## config.mk

```make
export PLATFORM = sky130hd
export DESIGN_NAME = tfc_ctrl
export DESIGN_NICKNAME = d
export VERILOG_FILES = /design/src/rtl/tfc_pkg.sv /design/src/rtl/tfc_ctrl.sv
export SDC_FILE = /design/constraint.sdc
export NUM_CORES = 1
export LEC_CHECK = 0
export ABC_AREA = 1
export BUFFER_PORTS_ARGS = -buffer_cell sky130_fd_sc_hd__clkbuf_2
export CELL_PAD_IN_SITES_DETAIL_PLACEMENT = 2
export CELL_PAD_IN_SITES_GLOBAL_PLACEMENT = 2
export CORE_AREA = 2 2 62 64
export DETAILED_ROUTE_END_ITERATION = 16
export DIE_AREA = 0 0 64 66
export PLACE_DENSITY = 0.86
export SETUP_SLACK_MARGIN = 0.1
export SYNTH_ARGS = -nofsm -noshare
export SYNTH_HDL_FRONTEND = slang
export SYNTH_SLANG_ARGS = --single-unit
```

## constraint.sdc

```tcl
create_clock -name clk -period 4.2 [get_ports clk]
set_clock_uncertainty 0.15 [all_clocks]
set_input_delay 1.05 -clock clk [delete_from_list [all_inputs] [get_ports clk]]
set_output_delay 1.05 -clock clk [all_outputs]
set_load 0.01 [all_outputs]
```

## src/rtl/tfc_pkg.sv

```systemverilog
`timescale 1ns / 1ps
// ----------------------------------------------------------------------------
// tfc_pkg: shared types and constants of the traffic flow counter
// Item formats, controller commands, datapath status and the protocol slot map.
// ----------------------------------------------------------------------------
package tfc_pkg;

    // The pair index is taken from the hash by a bit mask, so the table depth
    // is kept a power of two.
    localparam int PAIR_ENTRIES = 1024;
    localparam int PROTO_SLOTS  = 10;
    localparam int IDX_W        = $clog2(PAIR_ENTRIES);
    localparam int PROTO_W      = $clog2(PROTO_SLOTS);
    localparam int OCC_W        = $clog2(PAIR_ENTRIES + 1);
    localparam int KNOWN_CODES  = 10;
    localparam logic [31:0] HASH_MUL = 32'h045d_9f3b;
    localparam int HASH_SHIFT   = 16;

    localparam logic [1:0] OP_COUNT      = 2'd0;
    localparam logic [1:0] OP_READ_PROTO = 2'd1;
    localparam logic [1:0] OP_READ_PAIR  = 2'd2;
    localparam logic [1:0] OP_NOP        = 2'd3;

    localparam logic [3:0] NET_IPV4 = 4'd1;

    localparam logic [1:0] PST_NONE     = 2'd0;
    localparam logic [1:0] PST_EXIST    = 2'd1;
    localparam logic [1:0] PST_NEW      = 2'd2;
    localparam logic [1:0] PST_FALLBACK = 2'd3;

    typedef struct packed {
        logic [1:0]  operation;
        logic [15:0] pkt_length;
        logic [3:0]  net_proto;
        logic [3:0]  trans_proto;
        logic [3:0]  app_code;
        logic [31:0] src_addr;
        logic [31:0] dst_addr;
        logic [9:0]  read_index;
    } req_t;

    typedef struct packed {
        logic [63:0] total_pkts;
        logic [63:0] total_octets;
        logic [1:0]  pair_status;
        logic [9:0]  pair_slot;
        logic [31:0] pair_src;
        logic [31:0] pair_dst;
        logic [63:0] pair_pkts;
        logic [63:0] pair_octets;
        logic [63:0] proto_pkts;
        logic [63:0] proto_octets;
        logic [10:0] pairs_used;
    } rsp_t;

    typedef struct packed {
        logic [31:0] src;
        logic [31:0] dst;
        logic [63:0] pkts;
        logic [63:0] octs;
    } pair_entry_t;

    typedef struct packed {
        logic [63:0] pkts;
        logic [63:0] octs;
    } proto_entry_t;

    typedef struct packed {
        logic clr;
        logic load_item;
        logic proto_rd;
        logic proto_wr;
        logic hash1;
        logic hash2;
        logic hash3;
        logic probe_rd;
        logic probe_adv;
        logic new_wr;
        logic hit_wr;
        logic fb_rd;
        logic fb_wr;
        logic read_proto;
        logic read_pair;
        logic out_load;
    } cmd_t;

    typedef struct packed {
        logic       clear_done;
        logic [1:0] op;
        logic       ipv4;
        logic       job_more;
        logic       table_full;
        logic       slot_empty;
        logic       slot_match;
        logic       probes_last;
        logic       out_free;
    } stat_t;

    function automatic logic [PROTO_W-1:0] proto_slot(input logic [3:0] code);
        logic [PROTO_W-1:0] slot;
        slot = '0;
        if ((32'(code) < KNOWN_CODES) && (32'(code) < PROTO_SLOTS))
        begin
            slot = code[PROTO_W-1:0];
        end
        return slot;
    endfunction

endpackage

```

## src/rtl/tfc_ctrl.sv

```systemverilog
`timescale 1ns / 1ps
// ----------------------------------------------------------------------------
// tfc_ctrl: sequencer of the traffic flow counter
// Steps each item through protocol updates, hashing, probing and output.
// ----------------------------------------------------------------------------
module tfc_ctrl
    import tfc_pkg::*;
(
    input  logic  clk,
    input  logic  rst_n,
    input  logic  req_valid,
    output logic  req_stall,
    input  stat_t stat,
    output cmd_t  cmd
);

    typedef enum logic [12:0] {
        S_CLEAR    = 13'b0000000000001,
        S_IDLE     = 13'b0000000000010,
        S_DISPATCH = 13'b0000000000100,
        S_PROTO_RD = 13'b0000000001000,
        S_PROTO_WR = 13'b0000000010000,
        S_HASH1    = 13'b0000000100000,
        S_HASH2    = 13'b0000001000000,
        S_HASH3    = 13'b0000010000000,
        S_PROBE_RD = 13'b0000100000000,
        S_PROBE_CHK= 13'b0001000000000,
        S_FB_RD    = 13'b0010000000000,
        S_FB_WR    = 13'b0100000000000,
        S_DONE     = 13'b1000000000000
    } state_t;

    state_t state_reg, state_next;

    always_comb
    begin
        state_next = state_reg;
        cmd = '0;
        case (state_reg)
            S_CLEAR:
            begin
                cmd.clr = 1'b1;
                if (stat.clear_done)
                begin
                    state_next = S_IDLE;
                end
            end
            S_IDLE:
            begin
                if (req_valid)
                begin
                    cmd.load_item = 1'b1;
                    state_next = S_DISPATCH;
                end
            end
            S_DISPATCH:
            begin
                case (stat.op)
                    OP_COUNT:      state_next = S_PROTO_RD;
                    OP_READ_PROTO:
                    begin
                        cmd.read_proto = 1'b1;
                        state_next = S_DONE;
                    end
                    OP_READ_PAIR:
                    begin
                        cmd.read_pair = 1'b1;
                        state_next = S_DONE;
                    end
                    default:       state_next = S_DONE;
                endcase
            end
            S_PROTO_RD:
            begin
                cmd.proto_rd = 1'b1;
                state_next = S_PROTO_WR;
            end
            S_PROTO_WR:
            begin
                cmd.proto_wr = 1'b1;
                if (stat.job_more)
                begin
                    state_next = S_PROTO_RD;
                end
                else if (stat.ipv4)
                begin
                    state_next = S_HASH1;
                end
                else
                begin
                    state_next = S_DONE;
                end
            end
            S_HASH1:
            begin
                cmd.hash1 = 1'b1;
                state_next = S_HASH2;
            end
            S_HASH2:
            begin
                cmd.hash2 = 1'b1;
                state_next = S_HASH3;
            end
            S_HASH3:
            begin
                cmd.hash3 = 1'b1;
                state_next = stat.table_full ? S_FB_RD : S_PROBE_RD;
            end
            S_PROBE_RD:
            begin
                cmd.probe_rd = 1'b1;
                state_next = S_PROBE_CHK;
            end
            S_PROBE_CHK:
            begin
                if (stat.slot_empty)
                begin
                    cmd.new_wr = 1'b1;
                    state_next = S_DONE;
                end
                else if (stat.slot_match)
                begin
                    cmd.hit_wr = 1'b1;
                    state_next = S_DONE;
                end
                else if (stat.probes_last)
                begin
                    state_next = S_FB_RD;
                end
                else
                begin
                    cmd.probe_adv = 1'b1;
                    state_next = S_PROBE_RD;
                end
            end
            S_FB_RD:
            begin
                cmd.fb_rd = 1'b1;
                state_next = S_FB_WR;
            end
            S_FB_WR:
            begin
                cmd.fb_wr = 1'b1;
                state_next = S_DONE;
            end
            S_DONE:
            begin
                if (stat.out_free)
                begin
                    cmd.out_load = 1'b1;
                    state_next = S_IDLE;
                end
            end
            default: state_next = S_CLEAR;
        endcase
    end

    always_ff @(posedge clk or negedge rst_n)
    begin
        if (!rst_n)
        begin
            state_reg <= S_CLEAR;
        end
        else
        begin
            state_reg <= state_next;
        end
    end

    assign req_stall = (state_reg != S_IDLE);

    // A slot is only judged on the data of the read issued just before.
    a_chk_after_rd: assert property (@(posedge clk) disable iff (!rst_n)
        (state_reg == S_PROBE_CHK) |-> $past(state_reg == S_PROBE_RD))
        else $error("probe check without a preceding probe read");

    // The fallback update uses the read of slot zero from the cycle before.
    a_fb_after_rd: assert property (@(posedge clk) disable iff (!rst_n)
        cmd.fb_wr |-> $past(cmd.fb_rd))
        else $error("fallback write without a slot zero read");

    // Items are taken only once the clearing pass has finished.
    a_no_load_in_clear: assert property (@(posedge clk) disable iff (!rst_n)
        cmd.load_item |-> $past(state_reg != S_CLEAR) || $past(stat.clear_done))
        else $error("item accepted during the clearing pass");

endmodule

```

# ---- After elaboration in Yosys (flattened, before gate mapping)
# Cells that the tools add are included.
dict set report totals {
  mem_bits_rw 0
  latchBits 0
  output_inout_bits 17
  reg_bits 13
  elab_cells 56
  in_bits 13
  mem_bits_ro 0
  mem_count 0
}
dict set report op_classes {
  muxes 34
  n_shift 0
  n_eq_ne 19
  div_mod_pow 0
  order_cmp 0
  mul 0
  bitwise_logic 0
  n_reduce_logical 2
  add_sub_neg 0
}
# cell n
set ops {}
lappend ops {{one-hot mux 13 bit (13 select lines)} 1}
lappend ops {{2-to-1 mux 13 bit} 8}
lappend ops {{2-to-1 mux 11 bit} 2}
lappend ops {{2-to-1 mux 1 bit} 21}
lappend ops {{== test 13 x 1 -> 1 bit, second input constant} 1}
lappend ops {{== test 13 x 10 -> 1 bit, second input constant} 1}
lappend ops {{== test 13 x 11 -> 1 bit, second input constant} 1}
lappend ops {{== test 13 x 12 -> 1 bit, second input constant} 1}
lappend ops {{== test 13 bit, second input constant} 1}
lappend ops {{== test 13 x 2 -> 1 bit, second input constant} 1}
lappend ops {{== test 13 x 3 -> 1 bit, second input constant} 1}
lappend ops {{== test 13 x 4 -> 1 bit, second input constant} 1}
lappend ops {{== test 13 x 5 -> 1 bit, second input constant} 1}
lappend ops {{== test 13 x 6 -> 1 bit, second input constant} 1}
lappend ops {{== test 13 x 7 -> 1 bit, second input constant} 1}
lappend ops {{== test 13 x 8 -> 1 bit, second input constant} 1}
lappend ops {{== test 13 x 9 -> 1 bit, second input constant} 1}
lappend ops {{!= test 13 x 2 -> 1 bit, second input constant} 1}
lappend ops {{!= test 2 bit, second input constant} 3}
lappend ops {{2-to-1 mux 3 bit} 1}
lappend ops {{AND reduction 3 bit} 1}
lappend ops {{== test 2 x 1 -> 1 bit, second input constant} 1}
lappend ops {{== test 2 bit, second input constant} 1}
lappend ops {{logical NOT 2 bit} 1}
lappend ops {{2-to-1 mux 2 bit} 1}

# ---- Depth between registers and ports, before layout
# Gate-level depths: netlist (run 1).
dict set report depth {
  word_depth 4
  depth_mapped 11
  mapped_depth_nobuf 11
}

# ---- Worst setup path after synthesis (run 1)
# Ideal clock, no wire load.
dict set report synth_timing {
  path_kind {input-to-output}
  start {in stat[2] (netlist bit)}
  end {out cmd[7] (netlist bit)}
  path_stages 2
  required_time_ps 3000
  path_slack_ps 1565
  t_arrival_ps 1435
  n_path_buf 0
  path_cell_list {nor2_1 -> nor3b_2}
}
# item line_no
set synth_rtl {}
lappend synth_rtl {{from (decl)} tfc_ctrl.sv:13} ;# input stat_t stat,
lappend synth_rtl {{to (decl)} tfc_ctrl.sv:14} ;# output cmd_t cmd

==> results.sh, run 1 <==
export IMPL_portBuffers=29
export IMPL_htreeDepth=1
export IMPL_clock_latency_ns=0.29
export IMPL_synthTopCellsByCount="nor2_1 (34), inv_1 (33), nand2_1 (32)"
export IMPL_slew_viol_final=0
export IMPL_ir_drop_uv=88.5
export IMPL_synth_largest_area_cell="dfrtp_1"
export IMPL_die_area_sq_mm=0.00422
export IMPL_start_util_pct=25.9
export IMPL_cts_tree="built"
export IMPL_die_h_um=66
export IMPL_rows=22
export IMPL_vias_per_cell=4.51
export IMPL_drc_errors=0
export IMPL_synth_seq_cells=13
export IMPL_synth_area_top_cells="dfrtp_1 (33%), nor2_1 (14%), inv_1 (13%)"
export IMPL_largest_reg_flops=13
export IMPL_worstSetupStartpointType="flip-flop"
export IMPL_cts_buffer_depth=2
export IMPL_min_period_ns=3.01
export IMPL_syn_nets=157
export IMPL_status="completed"
export IMPL_wire_per_inst_um=13.4
export IMPL_crit_required_ns=3.00
export IMPL_dp_hpwl_um=2480
export IMPL_worst_pin_slew_ns=0.346
export IMPL_power_per_cell_area_mw_per_mm2=353
export IMPL_hold_viol_final=0
export IMPL_nets=191
export IMPL_cts_resized=0
export IMPL_grt_antenna_before_repair=0
export IMPL_drive_gt1_share_pct=25.4
export IMPL_synthFlopType="dfrtp_1"
export IMPL_grt_pass1_vias=1127
export IMPL_clock_sinks=13
export IMPL_yosysUniqueCellTypes=22
export IMPL_synth_most_common_cell="nor2_1"
export IMPL_finalCritPeriodShare_pct=71.7
export IMPL_clockRootBuffer="clkbuf_4"
export IMPL_setup_viol=0
export IMPL_grt_usage_pct=16.8
export IMPL_fmax_ghz=0.332
export IMPL_crit_arrival_ns=1.81
export IMPL_coreArea_sq_mm=0.00355
export IMPL_synth_top_area_share_pct=32.6
export IMPL_setup_worst_path_class="reg2out"
export IMPL_critPathCaptureType="output port"
export IMPL_syn_instance_count=144
export IMPL_drt_initial_drc_count=13
export IMPL_synthArstFlopShare_pct=100
export IMPL_fin_tns_setup_ns=0
export IMPL_overflow=0
export IMPL_path_max_fanout=6
export IMPL_p_leak_nw=0.770
export IMPL_boundaryPins=30
export IMPL_vias=1014
export IMPL_wl_um=3020
export IMPL_dr_pass1_iters=2
export IMPL_syn_to_final_growth_pct=25.1
export IMPL_ctsHoldBuffers=0
export IMPL_numCtsBuffers=3
export IMPL_rsz0062_at_grt="false"
export IMPL_synth_edff_count=0
export IMPL_cts_setup_buffers=0
export IMPL_grt_max_degree=14
export IMPL_slew_headroom_pct=76.9
export IMPL_syn_area_sq_um=921
export IMPL_ys_warnings_count=0
export IMPL_clk_pin_slew_worst_paths_ns=0.08
export IMPL_synth_avg_cell_area_sq_um=6.40
export IMPL_die_w_um=64
export IMPL_fin_util_pct=32.5
export IMPL_synth_seq_area_share_pct=35.5
export IMPL_n_antenna_cell=0
export IMPL_drv_cap=0
export IMPL_gp_congestion=0.747
export IMPL_antenna_left=0
export IMPL_hold_class="reg2reg"
export IMPL_grt_pass1_wl_um=5370
-- critical path, stage by stage (launching register included) --
cell and delay [ns]:
dfrtp_1 0.42, nor2_2 0.23, nand2_4 0.12, nor2_8 0.17, inv_2 0.06, nor2_4 0.11
inv_2 0.07, nor3b_2 0.18, clkbuf_2 0.16
-- cell usage in the layout, fill, tap and decap left out, types with 2 or more instances in the layout --
cell type and instances:
clkbuf_2 29, clkbuf_4 3, dfrtp_1 12, inv_1 33, inv_2 2, nand2_1 32, nand3_1 8, nand4_1 2
nor2_1 34, nor2_2 4, nor2_4 2, nor3_1 2, o21ai_0 2
-- layer usage --
| metal | part of all wire [%] | GRT usage [%] | vias up |
|---|---|---|---|
| li1 | - | - | 491 |
| met3 | 3.7 | 2.73 | 5 |
| met1 | 41 | 18.2 | 496 |
| met4 | 2.0 | 7.34 | 0 |
| met5 | 0 | 0 | - |
| met2 | 53 | 31.9 | 22 |
-- kinds of logic (layout without fill, tap and decap cells) --
family                 after synthesis  after routing  synth area share [%]
AND/OR/NAND/NOR                     90             90                  45.8
flip-flops                          13             13                  35.5
AO/OA/AOI/OAI                        6              6                  4.48
buffers and inverters               35             68                  14.3
-- area by class of cell --
| type | count | area, sq um |
|---|---|---|
| inverter | 35 | 131 |
| fill | 457 | 2400 |
| sequential | 13 | 327 |
| multi-input combinational | 96 | 463 |
| clock buffer | 4 | 26.3 |
| tap | 48 | 60.1 |
| timing repair buffer | 29 | 145 |
-- final timing paths --
path	from	to	slack, ns	depth (start not counted)
min in group asynchronous	rst_n	state_reg[4]$_DFFE_PN0P_	0.50	1
hold reg to reg	state_reg[0]$_DFFE_PN1P_	state_reg[0]$_DFFE_PN1P_	0.45	4
max in group asynchronous	rst_n	state_reg[0]$_DFFE_PN1P_	3.11	1
setup / recovery	state_reg[7]$_DFFE_PN0P_	cmd[7]	1.19	8
setup reg to reg	state_reg[12]$_DFFE_PN0P_	state_reg[0]$_DFFE_PN1P_	2.39	8
hold / removal	state_reg[0]$_DFFE_PN1P_	state_reg[0]$_DFFE_PN1P_	0.45	4
-- metrics by stage --
stage,setup WS (ns),hold WS (ns),power [mW],area (sq um),std cells
after floorplan,1.57,0.401,0.272,921,144
after global placement,1.37,0.426,0.315,1130,221
after detailed placement,1.29,0.448,0.329,1130,221
after CTS,1.15,0.464,0.414,1150,225
after global routing,1.04,0.512,0.447,1150,225
final,1.19,0.454,0.407,1150,225
-- report_power, final --
group | leakage (nW) | switching, mW | total, mW | internal (mW)
clock | 0.0150 | 0.0447 | 0.0817 | 0.0370
combinational | 0.579 | 0.117 | 0.173 | 0.0559
sequential | 0.176 | 0.0112 | 0.153 | 0.142
Note: power is estimated with default switching activity, not from simulation.
==> inputs of run 2 (changes only) <==
--- a/config.mk
+++ b/config.mk
@@ -9,10 +9,10 @@
 export BUFFER_PORTS_ARGS = -buffer_cell sky130_fd_sc_hd__clkbuf_2
 export CELL_PAD_IN_SITES_DETAIL_PLACEMENT = 2
 export CELL_PAD_IN_SITES_GLOBAL_PLACEMENT = 2
-export CORE_AREA = 2 2 62 64
+export CORE_AREA = 2 2 64 66
 export DETAILED_ROUTE_END_ITERATION = 16
-export DIE_AREA = 0 0 64 66
-export PLACE_DENSITY = 0.86
+export DIE_AREA = 0 0 66 68
+export PLACE_DENSITY = 0.81
 export SETUP_SLACK_MARGIN = 0.1
 export SYNTH_ARGS = -nofsm -noshare
 export SYNTH_HDL_FRONTEND = slang
==> constraint.sdc (replaced) <==
create_clock -name clk -period 3.16 [get_ports clk]
set_clock_uncertainty 0.15 [all_clocks]
set_input_delay 0.79 -clock clk [delete_from_list [all_inputs] [get_ports clk]]
set_output_delay 0.79 -clock clk [all_outputs]
set_load 0.01 [all_outputs]
==> run 2 against run 1 <==
  * Routed wire length is 0.33% lower
  * Via count fell by 0.30%
  * Largest power group unchanged
  * Critical path depth did not move
  * Register-to-register slack got worse by 0.95 ns
  * Flip-flop and latch count did not move
  * First-iteration DRC count grew 38%
  * Sequential power rose by 33%
  * Cell area rose by 1.8%
  * Die area grew 6.3%
  * Count of clock-buffer cells in the layout did not move
  * Combinational power increased by 31%
  * Clock power grew 86%
==> results.sh, run 2 (same netlist as run 1, synthesis figures left out) <==
export IMPL_status="completed"
export IMPL_n_antenna_cell=0
export IMPL_path_common_cell="inv_2"
export IMPL_coreArea_sq_mm=0.00386
export IMPL_ir_drop_uv=145
export IMPL_worstSetupStartpointType="flip-flop"
export IMPL_setup_viol=0
export IMPL_hold_viol_final=0
export IMPL_power_per_cell_area_mw_per_mm2=495
export IMPL_worstPathCellList="nor2_2, nand2_4, nor2_8, inv_2, nor2_4, inv_2, nor3b_2, clkbuf_2"
export IMPL_combPwrFrac_pct=38.9
export IMPL_drv_cap=0
export IMPL_cts_tree="built"
export IMPL_drt_initial_drc_count=18
export IMPL_dpl_worst_slack_ns=0.719
export IMPL_dp_hpwl_um=2620
export IMPL_min_period_ns=2.67
export IMPL_grt_antenna_before_repair=0
export IMPL_grt_pass1_vias=1073
export IMPL_rsz0062_at_grt="false"
export IMPL_die_w_um=66
export IMPL_portBuffers=29
export IMPL_vias=1011
export IMPL_worst_pin_slew_ns=0.376
export IMPL_gp_congestion=0.828
export IMPL_cts_setup_buffers=0
export IMPL_total_power_mw=0.581
export IMPL_grt_max_degree=14
export IMPL_clockRootBuffer="clkbuf_8"
export IMPL_ctsHoldBuffers=0
export IMPL_critPathCaptureType="output port"
export IMPL_vias_per_cell=4.45
export IMPL_crit_arrival_ns=1.73
export IMPL_finalCritPeriodShare_pct=84.6
export IMPL_numCtsBuffers=3
export IMPL_syn_to_final_growth_pct=27.4
export IMPL_final_cell_mix="nor2_1 (34), inv_1 (33), nand2_1 (32), clkbuf_2 (29), dfrtp_1 (12)"
export IMPL_grt_pass1_wl_um=4840
export IMPL_antenna_left=0
export IMPL_drive_gt1_share_pct=25.4
export IMPL_clockPowerShare_pct=26.2
export IMPL_slowest_stage="dfrtp_1"
export IMPL_rows=23
export IMPL_setup_worst_path_class="reg2out"
export IMPL_fill_cells=496
export IMPL_slew_headroom_pct=74.9
export IMPL_largest_reg_flops=13
export IMPL_intPower_mw=0.352
export IMPL_grt_usage_pct=14.4
export IMPL_boundaryPins=30
export IMPL_die_area_sq_mm=0.00449
export IMPL_power_frac_seq_pct=34.9
export IMPL_swShare_pct=39.4
export IMPL_worstRegToRegCells=9
export IMPL_fmax_ghz=0.374
export IMPL_switching_power_mw=0.229
export IMPL_hold_class="in2async"
export IMPL_critPathMaxStageDelay_ns=0.40
export IMPL_cts_resized=0
export IMPL_fin_tns_setup_ns=0
export IMPL_crit_required_ns=2.22
export IMPL_cts_buffer_depth=2
export IMPL_clk_pin_slew_worst_paths_ns=0.06
export IMPL_path_max_fanout=6
export IMPL_start_util_pct=23.9
export IMPL_finalWorstSetupSlack_ns=0.487
export IMPL_final_common_cell="nor2_1"
export IMPL_wire_per_inst_um=13.3
export IMPL_p_leak_nw=0.778
export IMPL_drc_errors=0
export IMPL_wl_um=3010
export IMPL_clock_latency_ns=0.24
export IMPL_overflow=0
export IMPL_htreeDepth=1
export IMPL_clock_sinks=13
export IMPL_dr_pass1_iters=4
export IMPL_slew_viol_final=0
export IMPL_nets=191
export IMPL_die_h_um=68
-- run 2: cell type report --
cell class | instances | area, sq um | area share [%]
clock buffer | 4 | 45.0 | 3.84
multi-input combinational | 96 | 463 | 39.4
tap | 50 | 62.6 | 5.33
inverter | 35 | 131 | 11.2
timing repair buffer | 29 | 145 | 12.4
sequential | 13 | 327 | 27.8
-- run 2: power by group through the flow --
stage	Clock [mW]	Sequential, mW	Combinational, mW
global route	0.163	0.206	0.263
CTS	0.157	0.204	0.232
detailed placement	0	0.207	0.229
floorplan	0	0.202	0.160
global placement	0	0.204	0.218
finish	0.152	0.203	0.226
-- run 2: critical path: cells and delay by family (launching register included) --
family        cells  cell delay, ns
buf+inv           3            0.30
simple gates      5            0.79
flops             1            0.40
-- run 2: path summary, 6_finish.rpt --
check	slack (ns)	end	start
max	0.49	cmd[7]	state_reg[4]$_DFFE_PN0P_
min	0.30	state_reg[5]$_DFFE_PN0P_	rst_n
max reg2reg	1.44	state_reg[0]$_DFFE_PN1P_	state_reg[12]$_DFFE_PN0P_
min reg2reg	0.46	state_reg[0]$_DFFE_PN1P_	state_reg[0]$_DFFE_PN1P_
max in group asynchronous	2.25	state_reg[0]$_DFFE_PN1P_	rst_n
min in group clk	0.46	state_reg[0]$_DFFE_PN1P_	state_reg[0]$_DFFE_PN1P_
-- run 2: routing by layer --
metal  global-route usage (%)  vias to the layer above  share of wire (%)
met5                        0                        -                  0
met4                     3.06                        0               0.46
met3                     2.30                        2                3.4
met2                     29.0                       21                 56
met1                     15.6                      494                 41
li1                         -                      494                  -
-- run 2: metrics by stage --
stage / hold WS (ns) / area (sq um) / utilization (%) / cells
3_3_place_gp: 0.434 / 1130 / 29.3 / 223
6_report: 0.299 / 1170 / 30.4 / 227
4_1_cts: 0.309 / 1170 / 30.4 / 227
5_1_grt: 0.326 / 1170 / 30.4 / 227
3_5_place_dp: 0.457 / 1130 / 29.3 / 223
2_1_floorplan: 0.344 / 921 / - / 144
==> inputs of run 3 (changes only) <==
--- a/config.mk
+++ b/config.mk
@@ -5,14 +5,14 @@
 export SDC_FILE = /design/constraint.sdc
 export NUM_CORES = 1
 export LEC_CHECK = 0
-export ABC_AREA = 1
+export ABC_AREA = 0
 export BUFFER_PORTS_ARGS = -buffer_cell sky130_fd_sc_hd__clkbuf_2
 export CELL_PAD_IN_SITES_DETAIL_PLACEMENT = 2
 export CELL_PAD_IN_SITES_GLOBAL_PLACEMENT = 2
-export CORE_AREA = 2 2 64 66
+export CORE_AREA = 2 2 62 64
 export DETAILED_ROUTE_END_ITERATION = 16
-export DIE_AREA = 0 0 66 68
-export PLACE_DENSITY = 0.81
+export DIE_AREA = 0 0 64 66
+export PLACE_DENSITY = 0.83
 export SETUP_SLACK_MARGIN = 0.1
 export SYNTH_ARGS = -nofsm -noshare
 export SYNTH_HDL_FRONTEND = slang
==> constraint.sdc (replaced) <==
create_clock -name clk -period 2.5 [get_ports clk]
set_clock_uncertainty 0.15 [all_clocks]
set_input_delay 0.625 -clock clk [delete_from_list [all_inputs] [get_ports clk]]
set_output_delay 0.625 -clock clk [all_outputs]
set_load 0.01 [all_outputs]
==> run 3 against run 2 <==
  * Worst hold slack got worse by 0.22 ns
  * Combinational power rose to 3.4 times the previous value
  * Largest power group unchanged
  * Critical path depth decreased by 4
  * Via count increased by 26%
  * Global-route usage up 11 points
  * Clock power barely moved
  * Synthesized cell count shrank 21%
  * Register-to-register slack got worse by 1.2 ns
  * The run now ends with setup timing left
  * Setup slack got worse by 0.62 ns
  * Synthesized area is 13% higher
  * Sequential power grew 33%
  * First-iteration DRC count up 110%
==> results.sh, run 3 <==
export IMPL_status="complete, but fails checks"
export IMPL_violations="setup timing"
export IMPL_ys_warnings_count=0
export IMPL_grtUsageMet2_pct=52.0
export IMPL_synthFlopType="dfrtp_1"
export IMPL_hold_viol_final=0
export IMPL_p_leak_nw=0.908
export IMPL_gp_congestion=0.809
export IMPL_fmax_ghz=0.380
export IMPL_power_per_cell_area_mw_per_mm2=625
export IMPL_synth_top_area_share_pct=28.8
export IMPL_synthArstFlopShare_pct=100
export IMPL_synth_seq_area_share_pct=31.3
export IMPL_startpoint="state_reg[1]$_DFFE_PN0P_"
export IMPL_synth_seq_cells=13
export IMPL_vias=1273
export IMPL_min_period_ns=2.63
export IMPL_numCtsBuffers=3
export IMPL_crit_required_ns=1.73
export IMPL_slew_viol_final=0
export IMPL_crit_arrival_ns=1.86
export IMPL_clock_latency_ns=0.30
export IMPL_drt_initial_drc_count=38
export IMPL_dr_pass1_iters=6
export IMPL_path_max_fanout=3
export IMPL_grt_usage_pct=25.6
export IMPL_wire_per_inst_um=22.5
export IMPL_synthTopCellsByCount="dfrtp_1 (12), nor2_1 (12), nand2_1 (8), nor3_1 (8), inv_1 (7)"
export IMPL_wl_um=5520
export IMPL_boundaryPins=30
export IMPL_die_area_sq_mm=0.00422
export IMPL_synth_area_top_cells="dfrtp_1 (29%), clkbuf_8 (5.3%), nor2_1 (4.3%)"
export IMPL_grt_max_degree=14
export IMPL_ir_drop_uv=199
export IMPL_drive_gt1_share_pct=61.9
export IMPL_largest_reg_flops=13
export IMPL_finalWorstSetupSlack_ns=-0.134
export IMPL_grt_busiest_layer="met2"
export IMPL_finalCritPeriodShare_pct=105
export IMPL_fill_cells=371
export IMPL_drv_cap=0
export IMPL_die_h_um=66
export IMPL_synth_largest_area_cell="dfrtp_1"
export IMPL_synth_avg_cell_area_sq_um=9.15
export IMPL_reg2reg_from="state_reg[4]$_DFFE_PN0P_"
export IMPL_vias_per_cell=5.20
export IMPL_synth_edff_count=0
export IMPL_start_util_pct=29.4
export IMPL_final_common_cell="buf_4"
export IMPL_drc_errors=0
export IMPL_rows=22
export IMPL_portBuffers=29
export IMPL_setup_worst_path_class="reg2out"
export IMPL_clock_sinks=13
export IMPL_coreArea_sq_mm=0.00355
export IMPL_n_antenna_cell=0
export IMPL_fin_util_pct=53.4
export IMPL_antenna_left=0
export IMPL_setup_viol=14
export IMPL_syn_to_final_growth_pct=81.7
export IMPL_rsz0062_at_grt="true"
export IMPL_syn_area_sq_mm=0.00104
export IMPL_syn_nets=127
export IMPL_hold_class="in2async"
export IMPL_critPathCaptureType="output port"
export IMPL_dp_hpwl_um=2760
export IMPL_clockRootBuffer="clkbuf_4"
export IMPL_htreeDepth=1
export IMPL_grt_pass1_vias=1446
export IMPL_cts_buffer_depth=2
export IMPL_use_met3_pct=4.09
export IMPL_syn_instance_count=114
export IMPL_yosysUniqueCellTypes=44
export IMPL_clk_pin_slew_worst_paths_ns=0.10
export IMPL_slew_headroom_pct=70.6
export IMPL_die_w_um=64
export IMPL_worst_pin_slew_ns=0.436
export IMPL_nets=211
export IMPL_grt_pass1_wl_um=8020
export IMPL_cts_tree="built"
export IMPL_overflow=0
export IMPL_final_cell_mix="buf_4 (42), buf_6 (21), clkbuf_2 (12), buf_2 (10)"
export IMPL_use_met1_pct=27.8
export IMPL_worstSetupStartpointType="flip-flop"
export IMPL_ctsHoldBuffers=0
export IMPL_dpl_worst_slack_ns=0.0543
export IMPL_grt_antenna_before_repair=0
run 3: cell count changes in the layout (fill, tap and decap cells not counted), moves of 10 or more:
cell      previous run  this run
clkbuf_2            29        12
nor2_1              34         9
buf_6                0        21
buf_4                0        42
inv_1               33         7
nand2_1             32         5
buf_2                0        10
run 3: cell type report:
cell class	count	area, sq um	share of cell area, %
multi-input cells	87	771	40.7
repair buffers	86	682	36.0
flip-flops and latches	13	330	17.4
well taps	48	60.1	3.17
clock buffers	4	26.3	1.39
inverters	7	26.3	1.39
run 3: worst max-delay path, cell delays in order, from the launching register on:
cell	delay, ns
dfrtp_2	0.45
or4_4	0.58
nor2_4	0.16
and4b_4	0.27
buf_6	0.11
run 3: per-layer routing:
layer / up-vias / wire (um)
met2: 23 / 3150
met3: 6 / 123
met5: - / 0
met4: 0 / 68
li1: 598 / -
met1: 646 / 2180
run 3: power breakdown:
part | switching, mW | internal, mW | leakage [nW] | total [mW]
registers | 0.0316 | 0.239 | 0.172 | 0.271
logic | 0.364 | 0.400 | 0.721 | 0.764
clock network | 0.0869 | 0.0622 | 0.0150 | 0.149
run 3: final timing paths:
check | to | slack (ns) | cells after the start
worst max-delay path | cmd[9] | -0.13 | 4
worst min-delay path | state_reg[7]$_DFFE_PN0P_ | 0.08 | 1
worst max register to register | state_reg[8]$_DFFE_PN0P_ | 0.29 | 11
worst min register to register | state_reg[11]$_DFFE_PN0P_ | 0.51 | 2
max in group asynchronous | state_reg[0]$_DFFE_PN1P_ | 1.81 | 1
min in group clk | state_reg[3]$_DFFE_PN0P_ | 0.44 | 2
run 3: logic make-up (layout without fill, tap and decap cells):
logic type / count (synthesis) / after routing / synth area share [%]
AND/OR/NAND/NOR: 69 / 69 / 44.8
buffers and inverters: 14 / 97 / 10.4
AO/OA/AOI/OAI: 13 / 13 / 9.23
flip-flops: 13 / 13 / 31.3
XOR/XNOR: 5 / 5 / 4.20
run 3: repair_timing:
item / CTS / global route
resized for setup: 37 / 39
endpoints found under the setup margin: 17 / 18
pin swaps: 13 / 9
setup buffers: 36 / 12
run 3: through the flow:
stage / hold WS [ns] / power (mW) / instance area, sq um / TNS (ns) / std cells
6_report: 0.0773 / 1.18 / 1900 / -0.920 / 245
2_1_floorplan: 0.179 / 0.540 / 1040 / 0 / 114
3_3_place_gp: 0.402 / 0.600 / 1260 / 0 / 197
3_5_place_dp: 0.407 / 0.620 / 1260 / 0 / 197
4_1_cts: 0.0748 / 1.00 / 1720 / -0.362 / 237
5_1_grt: 0.0773 / 1.24 / 1900 / -2.04 / 245
